<file path="src/rtl/cmc_pkg.sv">
`timescale 1ns / 1ps
// ----------------------------------------------------------------------------
// cmc_pkg
// Shared types, constants and calendar helpers for the calendar minute
// converter.
// ----------------------------------------------------------------------------
package cmc_pkg;

    localparam int unsigned CMC_BLOCK_YEARS_DEF = 1000;
    localparam int unsigned CMC_MAX_YEAR        = 9999;
    localparam int unsigned CMC_MIN_PER_DAY     = 1440;
    localparam int unsigned CMC_MIN_PER_HOUR    = 60;
    localparam int unsigned CMC_YEAR_MIN_COMMON = 525600;
    localparam int unsigned CMC_YEAR_MIN_LEAP   = 527040;
    localparam logic [32:0] CMC_LIMIT_MINUTES   = 33'd5258964960;

    // cumulative days before each month, common and leap years
    localparam logic [8:0] CMC_CUM_DAYS [2][13] = '{
        '{9'd0, 9'd31, 9'd59, 9'd90, 9'd120, 9'd151, 9'd181,
          9'd212, 9'd243, 9'd273, 9'd304, 9'd334, 9'd365},
        '{9'd0, 9'd31, 9'd60, 9'd91, 9'd121, 9'd152, 9'd182,
          9'd213, 9'd244, 9'd274, 9'd305, 9'd335, 9'd366}
    };

    typedef struct packed {
        logic        kind;
        logic [13:0] year;
        logic [3:0]  month;
        logic [4:0]  day;
        logic [4:0]  hour;
        logic [5:0]  minute;
        logic [32:0] total_minutes;
    } t_cmc_in;

    typedef struct packed {
        logic [32:0] minutes_count;
        logic [13:0] date_year;
        logic [3:0]  date_month;
        logic [4:0]  date_day;
        logic [4:0]  date_hour;
        logic [5:0]  date_minute;
        logic        range_error;
    } t_cmc_out;

    typedef enum logic [2:0] {
        S_IDLE,
        S_BLOCK,
        S_YEAR,
        S_MONTH,
        S_DAY,
        S_HOUR,
        S_FINISH
    } t_cmc_state;

    typedef struct packed {
        logic load;
        logic blk_step;
        logic year_init;
        logic year_step;
        logic mon_add;
        logic mon_step;
        logic dhm_add;
        logic day_step;
        logic hour_step;
        logic finish;
        logic finish_err;
    } t_cmc_cmd;

    typedef struct packed {
        logic kind;
        logic range_err;
        logic blk_more;
        logic year_more;
        logic mon_more;
        logic day_more;
        logic hour_more;
    } t_cmc_sts;

    // minutes from the start of year 1 to the start of year y, elaboration only
    function automatic logic [32:0] cmc_block_offset(input longint unsigned y);
        longint unsigned n;
        n = y - 1;
        return 33'((365 * n + n / 4 - n / 100 + n / 400) * 1440);
    endfunction

    function automatic longint unsigned cmc_block_start(input longint unsigned k,
                                                        input longint unsigned b);
        longint unsigned s;
        s = k * b;
        return (s < 1) ? 1 : s;
    endfunction

    // minutes before month idx (0 based count of whole months)
    function automatic logic [19:0] cmc_cum_min(input logic leap, input logic [3:0] idx);
        logic [3:0] i;
        i = (idx > 4'd12) ? 4'd12 : idx;
        return 20'(CMC_CUM_DAYS[leap][i]) * 20'(CMC_MIN_PER_DAY);
    endfunction

    // minutes in month m (1 to 12)
    function automatic logic [19:0] cmc_mon_min(input logic leap, input logic [3:0] m);
        logic [3:0] i;
        i = (m < 4'd1) ? 4'd1 : ((m > 4'd12) ? 4'd12 : m);
        return cmc_cum_min(leap, i) - cmc_cum_min(leap, i - 4'd1);
    endfunction

endpackage

</file>
<file path="src/rtl/cmc_ctrl.sv">
`timescale 1ns / 1ps
// ----------------------------------------------------------------------------
// cmc_ctrl
// Sequencer for the converter: block scan, year stepping, month, day and
// hour phases, then result load; a range error ends the block scan early.
// ----------------------------------------------------------------------------
module cmc_ctrl
    import cmc_pkg::*;
(
    input  logic     i_clk,
    input  logic     i_rst_n,
    input  logic     start,
    output logic     busy,
    input  t_cmc_sts i_sts,
    output t_cmc_cmd o_cmd
);

    t_cmc_state r_state;
    t_cmc_state n_state;

    always_ff @(posedge i_clk) begin
        if (!i_rst_n) begin
            r_state <= S_IDLE;
        end else begin
            r_state <= n_state;
        end
    end

    always_comb begin
        n_state = r_state;
        o_cmd   = '0;
        busy    = (r_state != S_IDLE);
        unique case (r_state)
            S_IDLE: begin
                if (start) begin
                    o_cmd.load = 1'b1;
                    n_state    = S_BLOCK;
                end
            end
            S_BLOCK: begin
                if (i_sts.kind && i_sts.range_err) begin
                    o_cmd.finish_err = 1'b1;
                    n_state          = S_IDLE;
                end else if (i_sts.blk_more) begin
                    o_cmd.blk_step = 1'b1;
                end else begin
                    o_cmd.year_init = 1'b1;
                    n_state         = S_YEAR;
                end
            end
            S_YEAR: begin
                if (i_sts.year_more) begin
                    o_cmd.year_step = 1'b1;
                end else begin
                    n_state = S_MONTH;
                end
            end
            S_MONTH: begin
                if (!i_sts.kind) begin
                    o_cmd.mon_add = 1'b1;
                    n_state       = S_DAY;
                end else if (i_sts.mon_more) begin
                    o_cmd.mon_step = 1'b1;
                end else begin
                    n_state = S_DAY;
                end
            end
            S_DAY: begin
                if (!i_sts.kind) begin
                    o_cmd.dhm_add = 1'b1;
                    n_state       = S_FINISH;
                end else if (i_sts.day_more) begin
                    o_cmd.day_step = 1'b1;
                end else begin
                    n_state = S_HOUR;
                end
            end
            S_HOUR: begin
                if (i_sts.hour_more) begin
                    o_cmd.hour_step = 1'b1;
                end else begin
                    n_state = S_FINISH;
                end
            end
            S_FINISH: begin
                o_cmd.finish = 1'b1;
                n_state      = S_IDLE;
            end
            default: begin
                n_state = S_IDLE;
            end
        endcase
    end

endmodule

</file>
<file path="src/rtl/cmc_dp.sv">
`timescale 1ns / 1ps
// ----------------------------------------------------------------------------
// cmc_dp
// Datapath: minute accumulator, year counter with leap tracking, block
// offset table, month/day/hour counters and the result register.
// ----------------------------------------------------------------------------
module cmc_dp
    import cmc_pkg::*;
#(
    parameter int unsigned BLOCK_YEARS = CMC_BLOCK_YEARS_DEF
) (
    input  logic     i_clk,
    input  logic     i_rst_n,
    input  t_cmc_in  i_item,
    input  t_cmc_cmd i_cmd,
    output t_cmc_sts o_sts,
    output logic     o_done,
    output t_cmc_out o_result
);

    localparam int unsigned NBLK  = CMC_MAX_YEAR / BLOCK_YEARS + 2;
    localparam int unsigned KW    = $clog2(NBLK);
    localparam int unsigned B_M100 = BLOCK_YEARS % 100;
    localparam int unsigned B_M400 = BLOCK_YEARS % 400;

    // offset of the first year of each block
    logic [32:0] w_blk_off [NBLK];
    for (genvar g = 0; g < NBLK; g++) begin : g_blk
        assign w_blk_off[g] = cmc_block_offset(
            cmc_block_start(longint'(g), longint'(BLOCK_YEARS)));
    end

    logic        r_kind;
    logic [13:0] r_yin;
    logic [3:0]  r_min;
    logic [4:0]  r_din;
    logic [4:0]  r_hin;
    logic [5:0]  r_mnin;
    logic [32:0] r_acc;
    logic [13:0] r_base;
    logic [KW-1:0] r_k;
    logic [13:0] r_c;
    logic [6:0]  r_m100;
    logic [8:0]  r_m400;
    logic [3:0]  r_mon;
    logic [4:0]  r_day;
    logic [4:0]  r_hr;
    logic        r_done;
    t_cmc_out    r_res;
    t_cmc_out    n_res;

    logic [14:0] w_base_nxt;
    logic [7:0]  w_m100_sum;
    logic [9:0]  w_m400_sum;
    logic        w_leap;
    logic [19:0] w_ym;
    logic [19:0] w_mlen;
    logic [32:0] w_off_next;
    logic [32:0] w_dhm;

    assign w_base_nxt = {1'b0, r_base} + 15'(BLOCK_YEARS);
    assign w_m100_sum = {1'b0, r_m100} + 8'(B_M100);
    assign w_m400_sum = {1'b0, r_m400} + 10'(B_M400);
    assign w_leap     = ((r_c[1:0] == 2'd0) && (r_m100 != 7'd0)) || (r_m400 == 9'd0);
    assign w_ym       = w_leap ? 20'(CMC_YEAR_MIN_LEAP) : 20'(CMC_YEAR_MIN_COMMON);
    assign w_mlen     = cmc_mon_min(w_leap, r_mon);
    assign w_off_next = w_blk_off[KW'(r_k + 1'b1)];
    assign w_dhm      = 33'(({28'd0, r_din} - 33'd1) * 33'(CMC_MIN_PER_DAY))
                      + 33'({28'd0, r_hin} * 33'(CMC_MIN_PER_HOUR))
                      + {27'd0, r_mnin};

    always_comb begin
        o_sts.kind      = r_kind;
        o_sts.range_err = (r_acc >= CMC_LIMIT_MINUTES);
        if (!r_kind) begin
            o_sts.blk_more  = (w_base_nxt <= {1'b0, r_yin});
            o_sts.year_more = (r_c < r_yin);
        end else begin
            o_sts.blk_more  = (w_base_nxt <= 15'(CMC_MAX_YEAR)) && (w_off_next <= r_acc);
            o_sts.year_more = (r_c < 14'(CMC_MAX_YEAR)) && (r_acc >= 33'(w_ym));
        end
        o_sts.mon_more  = (r_mon < 4'd12) && (r_acc >= 33'(w_mlen));
        o_sts.day_more  = (r_acc >= 33'(CMC_MIN_PER_DAY));
        o_sts.hour_more = (r_acc >= 33'(CMC_MIN_PER_HOUR));
    end

    always_comb begin
        n_res = r_res;
        if (i_cmd.finish) begin
            n_res = '0;
            if (!r_kind) begin
                n_res.minutes_count = r_acc;
            end else begin
                n_res.date_year   = r_c;
                n_res.date_month  = r_mon;
                n_res.date_day    = r_day;
                n_res.date_hour   = r_hr;
                n_res.date_minute = r_acc[5:0];
            end
        end
        if (i_cmd.finish_err) begin
            n_res             = '0;
            n_res.range_error = 1'b1;
        end
    end

    always_ff @(posedge i_clk) begin
        if (i_cmd.load) begin
            r_kind <= i_item.kind;
            r_yin  <= (i_item.year == 14'd0) ? 14'd1 :
                      ((i_item.year > 14'(CMC_MAX_YEAR)) ? 14'(CMC_MAX_YEAR) : i_item.year);
            r_min  <= (i_item.month == 4'd0) ? 4'd1 :
                      ((i_item.month > 4'd12) ? 4'd12 : i_item.month);
            r_din  <= (i_item.day == 5'd0) ? 5'd1 : i_item.day;
            r_hin  <= (i_item.hour > 5'd23) ? 5'd23 : i_item.hour;
            r_mnin <= (i_item.minute > 6'd59) ? 6'd59 : i_item.minute;
            r_acc  <= i_item.kind ? i_item.total_minutes : 33'd0;
            r_base <= 14'd0;
            r_k    <= '0;
            r_m100 <= 7'd0;
            r_m400 <= 9'd0;
            r_mon  <= 4'd1;
            r_day  <= 5'd1;
            r_hr   <= 5'd0;
        end
        if (i_cmd.blk_step) begin
            r_base <= w_base_nxt[13:0];
            r_k    <= r_k + 1'b1;
            r_m100 <= (w_m100_sum >= 8'd100) ? 7'(w_m100_sum - 8'd100) : w_m100_sum[6:0];
            r_m400 <= (w_m400_sum >= 10'd400) ? 9'(w_m400_sum - 10'd400) : w_m400_sum[8:0];
        end
        if (i_cmd.year_init) begin
            r_acc <= r_kind ? (r_acc - w_blk_off[r_k]) : w_blk_off[r_k];
            // the first block starts at year 1, not year 0
            if (r_base == 14'd0) begin
                r_c    <= 14'd1;
                r_m100 <= 7'd1;
                r_m400 <= 9'd1;
            end else begin
                r_c <= r_base;
            end
        end
        if (i_cmd.year_step) begin
            r_acc  <= r_kind ? (r_acc - 33'(w_ym)) : (r_acc + 33'(w_ym));
            r_c    <= r_c + 14'd1;
            r_m100 <= (r_m100 == 7'd99) ? 7'd0 : r_m100 + 7'd1;
            r_m400 <= (r_m400 == 9'd399) ? 9'd0 : r_m400 + 9'd1;
        end
        if (i_cmd.mon_add) begin
            r_acc <= r_acc + 33'(cmc_cum_min(w_leap, r_min - 4'd1));
        end
        if (i_cmd.mon_step) begin
            r_acc <= r_acc - 33'(w_mlen);
            r_mon <= r_mon + 4'd1;
        end
        if (i_cmd.dhm_add) begin
            r_acc <= r_acc + w_dhm;
        end
        if (i_cmd.day_step) begin
            r_acc <= r_acc - 33'(CMC_MIN_PER_DAY);
            r_day <= r_day + 5'd1;
        end
        if (i_cmd.hour_step) begin
            r_acc <= r_acc - 33'(CMC_MIN_PER_HOUR);
            r_hr  <= r_hr + 5'd1;
        end
        r_res <= n_res;
    end

    always_ff @(posedge i_clk) begin
        if (!i_rst_n) begin
            r_done <= 1'b0;
        end else begin
            r_done <= i_cmd.finish || i_cmd.finish_err;
        end
    end

    assign o_done   = r_done;
    assign o_result = r_res;

endmodule

</file>
<file path="src/rtl/calendar_minute_converter_top.sv">
`timescale 1ns / 1ps
// Time from the accepting edge to o_done grows with the blocks and years stepped for date to
//   minutes, and with the blocks, years, months, days and hours for minutes to date; a range
//   error ends the run at the block scan. The year loop steps one year per cycle.
// Throughput: one conversion at a time; the next start is taken in the o_done cycle, once
//   busy has fallen. o_done is high for one cycle, o_result then holds until the next result;
// the receiver cannot stall. Reset (synchronous, active low) returns the sequencer to idle and clears o_done.
// ----------------------------------------------------------------------------
// calendar_minute_converter_top
// Converts a Gregorian date and time to a minute count since year 1, or back.
// ----------------------------------------------------------------------------
module calendar_minute_converter_top
    import cmc_pkg::*;
#(
    parameter int unsigned BLOCK_YEARS = CMC_BLOCK_YEARS_DEF
) (
    input  logic     i_clk,
    input  logic     i_rst_n,
    input  logic     start,
    output logic     busy,
    input  t_cmc_in  i_item,
    output logic     o_done,
    output t_cmc_out o_result
);

    t_cmc_cmd w_cmd;
    t_cmc_sts w_sts;

    cmc_ctrl u_ctrl (
        .i_clk   (i_clk),
        .i_rst_n (i_rst_n),
        .start   (start),
        .busy    (busy),
        .i_sts   (w_sts),
        .o_cmd   (w_cmd)
    );

    cmc_dp #(
        .BLOCK_YEARS (BLOCK_YEARS)
    ) u_dp (
        .i_clk    (i_clk),
        .i_rst_n  (i_rst_n),
        .i_item   (i_item),
        .i_cmd    (w_cmd),
        .o_sts    (w_sts),
        .o_done   (o_done),
        .o_result (o_result)
    );

    // an accepted transfer keeps the sequencer working in the next cycle
    a_start_busy: assert property (@(posedge i_clk) disable iff (!i_rst_n)
        (start && !busy) |=> busy)
        else $error("accepted transfer did not raise busy");

    a_done_after_busy: assert property (@(posedge i_clk) disable iff (!i_rst_n)
        o_done |-> ($past(busy) && !busy))
        else $error("result strobe without a conversion in flight");

    a_err_clean: assert property (@(posedge i_clk) disable iff (!i_rst_n)
        (o_done && o_result.range_error) |->
            (o_result.date_year == 14'd0 && o_result.minutes_count == 33'd0))
        else $error("range error result carries data");

endmodule
</file>
<file path="config.mk">
export PLATFORM = sky130hd
export DESIGN_NAME = calendar_minute_converter_top
export DESIGN_NICKNAME = d
export VERILOG_FILES = /design/src/rtl/cmc_pkg.sv /design/src/rtl/cmc_ctrl.sv /design/src/rtl/cmc_dp.sv /design/src/rtl/calendar_minute_converter_top.sv
export SDC_FILE = /design/constraint.sdc
export NUM_CORES = 1
export LEC_CHECK = 0
export BUFFER_PORTS_ARGS = -buffer_cell sky130_fd_sc_hd__buf_4
export CORE_AREA = 2 2 192 288
export CTS_CLUSTER_DIAMETER = 200
export DETAILED_ROUTE_END_ITERATION = 7
export DIE_AREA = 0 0 194 290
export PLACE_DENSITY = 0.78
export SLEW_MARGIN = 0
export SYNTH_ARGS = -nofsm -noshare
export SYNTH_HDL_FRONTEND = slang
export SYNTH_SLANG_ARGS = --single-unit
</file>
<file path="constraint.sdc">
create_clock -name i_clk -period 17.3 [get_ports i_clk]
set_input_delay 1.73 -clock i_clk [delete_from_list [all_inputs] [get_ports i_clk]]
set_output_delay 1.73 -clock i_clk [all_outputs]
set_load 0.05 [all_outputs]
</file>
; ---- Yosys cells after proc, flatten, opt, wreduce, memory -nomap -nowiden
; Memory sizes are Yosys's and may differ from the RTL's.
; Index checks and enable logic that the tools add are counted.
[op_classes]
muxes = 95
order_cmp = 28
add_sub_neg = 25
reduce_logical = 25
n_eq_ne = 14
bitwise = 6
multipliers = 5
[ops]
columns = cell, count
row1 = $mux 33, 16
row2 = $mux 117, 2
row3 = $mux 9, 13
row4 = $bmux 9 s4, 3
row5 = $mux 93, 1
row6 = $mux 14, 6
row7 = $add 33x20->33, 2
row8 = $ge 33x20->1, 2
row9 = $sub 33x20->33, 2
row10 = $mux 7, 7
row11 = $mul 9x6->15 const B, 3
row12 = $mux 4, 10
row13 = $mux 34, 1
row14 = $add 33x11->33, 1
row15 = $add 33x33->33, 1
row16 = $add 33x6->33, 1
row17 = $ge 33x11->1 const B, 1
row18 = $ge 33x33->1 const B, 1
row19 = $ge 33x6->1 const B, 1
row20 = $le 33x33->1, 1
row21 = $mul 33x6->28 const B, 1
row22 = $sub 33x11->33 const B, 1
row23 = $sub 33x33->33, 1
row24 = $sub 33x6->33 const B, 1
row25 = other kinds (56), 119
[totals]
rom_bits = 1056
regBits = 202
wordCells = 226
memories = 2
input_bits = 71
out_inout_bits = 70
[mem_list]
columns = name, words, word_bits, read_ports, rd_ports_with_merged_regs, write_ports, line
row1 = (name not given), 16, 33, 1, 0, 0, cmc_dp.sv:133  ; r_acc <= r_kind ? (r_acc - w_blk_off[r_k]) : w_blk_off[r_k];
row2 = (name not given), 16, 33, 1, 0, 0, cmc_dp.sv:67  ; assign w_off_next = w_blk_off[KW'(r_k + 1'b1)];

; ---- Logic depth before layout (Yosys ltp)
[logic_depth]
word_depth = 22
depth_mapped = 49
depth_no_buf = 45

; ---- Cells and area by module
; Synthesis repeated with hierarchy kept, for this count alone.
[hier_totals]
hier_cells = 3208
area_unflattened_um2 = 26128.8
[modules_own_cells]
columns = mod, cells_each, area_each_um2, seq_area_each_um2, instances
row1 = cmc_dp, 3164, 25836.0, 5034.8, 1
row2 = cmc_ctrl, 44, 292.8, 60.1, 1

; ---- Worst setup path before layout
; OpenSTA, ideal clock, no wires.
[synth_path]
kind = reg2reg
from = register u_dp.r_mon[1]
to = register u_dp.r_acc[10] (enable)
path_stages_with_launch = 48
arrival_time_ns = 9.579
path_slack_ns = 7.270
n_path_buf = 4
setup_time_ns = 0.452
required_ns = 16.848
synth_period_minus_slack_ns = 10.030
path_cell_list = edfxtp_1 -> clkbuf_1 -> buf_1 -> inv_1 -> ha_1 -> clkbuf_1 -> nand2b_1 -> nand2_1 -> o21ai_1 -> inv_1 -> ha_1 -> xnor2_1 -> or2_2 -> nand2_1 -> inv_1 -> ha_1 -> mux4_2 -> mux2_2 -> [... 12 more ...] -> o21bai_1 -> a21oi_1 -> xor2_1 -> ha_1 -> nand2_1 -> o41ai_1 -> xnor2_1 -> ha_1 -> a21oi_1 -> nand2_1 -> a31oi_1 -> a31oi_1 -> and2_1 -> clkbuf_1 -> nor2_1 -> nand3_1 -> nor2_1 -> nand2_1
[synth_between]
elab_chain_cells = 18
[synth_lines]
columns = item, line
row1 = "start, declared", cmc_dp.sv:45  ; logic [3:0] r_mon;
row2 = "start signal, assigned", cmc_dp.sv:154  ; r_mon <= r_mon + 4'd1;
row3 = $gt 4x4->1, cmc_pkg.sv:103  ; i = (m < 4'd1) ? 4'd1 : ((m > 4'd12) ? 4'd12 : m);
row4 = $mux 4 (2 in a row), cmc_pkg.sv:103
row5 = $sub 4x1->4, cmc_pkg.sv:104  ; return cmc_cum_min(leap, i) - cmc_cum_min(leap, i - 4'd1);
row6 = $gt 4x4->1, cmc_pkg.sv:96  ; i = (idx > 4'd12) ? 4'd12 : idx;
row7 = $mux 4, cmc_pkg.sv:96
row8 = $not 4->5 (implied by the code), cmc_pkg.sv:97  ; return 20'(CMC_CUM_DAYS[leap][i]) * 20'(CMC_MIN_PER_DAY);
row9 = $bmux 9 s4, cmc_pkg.sv:97
row10 = $mux 9 (implied by the code) (2 in a row), cmc_pkg.sv:97
row11 = $mul 9x6->15, cmc_pkg.sv:97
row12 = $sub 20x20->20, cmc_pkg.sv:104
row13 = $ge 33x20->1, cmc_dp.sv:82  ; o_sts.mon_more = (r_mon < 4'd12) && (r_acc >= 33'(w_mlen));
row14 = $logic_and 1x1->1 *, cmc_dp.sv:82
row15 = $mux 1 *, cmc_ctrl.sv:62  ; end else if (i_sts.mon_more) begin
row16 = $mux 1 *, cmc_ctrl.sv:59  ; if (!i_sts.kind) begin
row17 = $mux 2 *, cmc_ctrl.sv:33  ; unique case (r_state)
row18 = $reduce_bool 8->1 (no source line) *, --
row19 = "end signal, assigned", cmc_dp.sv:117  ; r_acc <= i_item.kind ? i_item.total_minutes : 33'd0;
row20 = "end signal, assigned", cmc_dp.sv:133
row21 = "end signal, assigned", cmc_dp.sv:144  ; r_acc <= r_kind ? (r_acc - 33'(w_ym)) : (r_acc + 33'(w_ym));
row22 = "end, declared", cmc_dp.sv:39  ; logic [32:0] r_acc;
; Mark *: on every way between the ends. The rest lies on a longest branch, timed or not. The select of a mux whose other input is x is not followed.
; A chain may end at the register's enable or synchronous reset.

; ---- Worst setup path in the final report
[layout_path]
from = register u_dp.r_mon[1]
to = register u_dp.r_acc[26] (enable)
; The elaborated chain is that of the path after synthesis.

==> impl_metrics.yaml <==
clocking:
  worst_skew_pair.late_latency_ps: 500
  cts-root-to-sink-buffers: 2
  cts_tree: "done"
  cts.htree.levels: 4
  cts_made_buffers: 17
  cts_root_buffer: "sky130_fd_sc_hd__clkbuf_16"
  cts_resized: 0
  cts_hold_buf: 0
  clock_sinks: 199
  clk_transition_reported_paths_ps: 90
  cts_setup_buffers: 0
synthesis:
  post-synth-top-area-cell: "sky130_fd_sc_hd__ha_1"
  synth_most_common_cell: "sky130_fd_sc_hd__ha_1"
  asyncSetResetFlopFracSynth_pct: 0
  netlist.area_leader.share_pct: 18.6
  synth_area_per_cell_um2: 7.88
  synth.cell_area_mm2: 0.0265
  yosysUniqueCellTypes: 96
  yosys-top-cells-count: "sky130_fd_sc_hd__ha_1, sky130_fd_sc_hd__a21oi_1, sky130_fd_sc_hd__nor2_1, sky130_fd_sc_hd__nand2_1, sky130_fd_sc_hd__inv_1"
  ys_warn_count: 0
  seq_area_frac_synth_pct: 19.2
  largest_cells_by_area_after_synthesis: "sky130_fd_sc_hd__ha_1, sky130_fd_sc_hd__edfxtp_1, sky130_fd_sc_hd__dfxtp_1"
  syn_nets: 3895
  synth_cells: 3364
  synth_enable_flop_cells: 111
  synth.ff_latch_count: 199
  synth_flop_cell: "sky130_fd_sc_hd__edfxtp_1"
sta:
  timing.clock.skew_ps: 18.6
  finalCritPeriodShare_pct: 66.3
  timing.final.max_slew_violations: 0
  worstMarginPinSlew_ps: 1430
  slew-limit-headroom_pct: 3.84
  final_period_minus_worst_setup_slack_ps: 11480
  max_freq_mhz: 87.1
  grt_setup_unrepaired: "no"
  setup_viol: 0
  final_hold_violations: 0
  final.setup.tns_ps: 0
layout:
  sequential_cell_area_mm2: 0.00509
  multiInputGateArea_mm2: 0.0197
  fin_util_pct: 53.8
  finalNetCount: 3939
  share_of_layout_cells_above_drive_strength_1_pct: 8.24
  layout-area-overhead-vs-synth_pct: 8.75
  fill_cells: 5139
routing:
  drt-wirelength-per-cell_um: 25.3
  drt-initial-drc-count: 2581
  dr.pass1.iters: 8
  vias: 26700
  avgViaCountPerCell: 6.48
  antenna_left: 0
  detail_route.drc_violations: 0
  wirelength_mm: 104
setup_path:
  endpoint_kind: "flip-flop"
  crit_slowest_cell: "sky130_fd_sc_hd__edfxtp_1"
  crit_path_max_incr_delay_ps: 660
  path_max_fanout: 28
  cp_data_required_time_ps: 17320
  worst-r2r-setup-slack_ps: 5820
  critical_path.most_common_cell: "sky130_fd_sc_hd__ha_1"
  criticalPathCategory: "reg2reg"
  critPathArrivalTime_ps: 11500
  worst_setup_path_start_kind: "flip-flop"
die:
  fp.dieH_um: 290
  pin_count: 141
  std_cell_rows: 104
  initial_utilization_pct: 49.5
  die_boundary_width_um: 194
  core_mm2: 0.0536
  die-area_mm2: 0.0563
place:
  buffer_ports.inserted: 140
  routabilityCongestion: 1.07
  detailedPlacementHpwl_mm: 78.4
outcome:
  run_status: "complete, no violations"
grt:
  grt_max_degree: 137
  antenna_found_initial: 5
  globalRouteTotalUtil_pct: 36.1
  via_count_of_the_first_global_routing_pass: 26400
  global_route_wire_length_before_repair_mm: 154
  grt.overflow.total: 0
min_path:
  hold_crit_class: "reg2reg"
job:
  cap_violations: 0
==> final timing paths <==
path                             startpoint                        endpoint  cells past startpoint
max             u_dp.r_mon[1]$_SDFFCE_PP0P_        u_dp.r_acc[26]$_DFFE_PN_                     42
min          u_dp.o_result[11]$_SDFFE_PP0P_  u_dp.o_result[11]$_SDFFE_PP0P_                      2
max reg2reg     u_dp.r_mon[1]$_SDFFCE_PP0P_        u_dp.r_acc[26]$_DFFE_PN_                     42
min reg2reg  u_dp.o_result[11]$_SDFFE_PP0P_  u_dp.o_result[11]$_SDFFE_PP0P_                      2
==> sequential cells by signal (all words and copies together), names as in the netlist <==
signal	flops
u_dp.o_result	68
u_dp.r_acc	33
u_dp.r_c	14
u_dp.r_yin	14
u_dp.r_base	11
u_dp.r_m400	9
u_dp.r_m100	7
u_dp.r_mnin	6
u_dp.r_day	5
u_dp.r_din	5
u_dp.r_hin	5
u_dp.r_hr	5
u_dp.r_k	4
u_dp.r_min	4
u_dp.r_mon	4
u_ctrl.r_state	3
u_dp.o_done	1
u_dp.r_kind	1
==> worst max-delay path: cells and delay by family (launching register included) <==
family | cells | cell delay, ps
simple gates | 12 | 2530
buf+inv | 3 | 610
compound gates | 13 | 3130
flops | 1 | 660
fa+ha+maj | 10 | 3290
xor+xnor | 4 | 730
==> area by class of cell <==
class | instances | share of cell area, %
multi-input cells | 2715 | 68.4
flip-flops and latches | 199 | 17.7
repair buffers | 196 | 5.15
inverters | 279 | 3.63
well taps | 689 | 2.99
clock buffers | 18 | 1.49
clock inverters | 14 | 0.646
diodes | 1 | 0.00868
==> through the flow <==
step	area [um2]	cells	worst slack, ps	hold WS, ps
finish	28800	4111	5820	460
global route	28800	4110	5040	477
CTS	28800	4110	5960	460
detailed placement	28200	4078	6040	447
global placement	28200	4078	6190	439
floorplan	26500	3364	7270	462
==> metal layers <==
metal  share of wire [%]  up-vias  global-route usage, %
li1                    -    12200                      -
met1                  35    12500                   39.3
met2                  45     1461                   58.2
met3                 9.4      513                   8.87
met4                  10        8                   31.8
met5               0.055        -                      0
==> logic make-up (layout without fill, tap and decap cells) <==
logic type                 after synthesis  count (layout)  share of synthesized area [%]
and+or+nand+nor                       1046            1046                           18.8
AOI/OAI and AO/OA                      956             956                           23.4
adders and majority gates              460             460                           23.6
buffers and inverters                  450             507                           6.52
xor gates and xnor gates               226             226                           7.49
DFF                                    199             199                           19.2
muxes                                   27              27                           1.09
other                                    0               1                              0
==> cell usage in the layout, fill, tap and decap left out, types with 28 or more instances in the layout <==
cell type / count
sky130_fd_sc_hd__nand4_1: 35
sky130_fd_sc_hd__nor3_1: 87
sky130_fd_sc_hd__and2_1: 41
sky130_fd_sc_hd__inv_1: 267
sky130_fd_sc_hd__a21oi_1: 311
sky130_fd_sc_hd__fa_1: 66
sky130_fd_sc_hd__a21o_1: 57
sky130_fd_sc_hd__nand2_1: 275
sky130_fd_sc_hd__nand2b_1: 45
sky130_fd_sc_hd__nor2b_1: 28
sky130_fd_sc_hd__nand3_1: 122
sky130_fd_sc_hd__nor2_1: 277
sky130_fd_sc_hd__buf_4: 195
sky130_fd_sc_hd__o21a_1: 31
sky130_fd_sc_hd__and3_1: 41
sky130_fd_sc_hd__xor2_1: 64
sky130_fd_sc_hd__a31oi_1: 46
sky130_fd_sc_hd__o21ai_0: 183
sky130_fd_sc_hd__xnor2_1: 161
sky130_fd_sc_hd__a211oi_1: 28
sky130_fd_sc_hd__ha_1: 394
sky130_fd_sc_hd__edfxtp_1: 111
sky130_fd_sc_hd__o21bai_1: 29
sky130_fd_sc_hd__dfxtp_1: 88
Power is left out: the tool's default activity adds up to more than one toggle a clock period on the data nets, which glitch-free logic cannot reach.
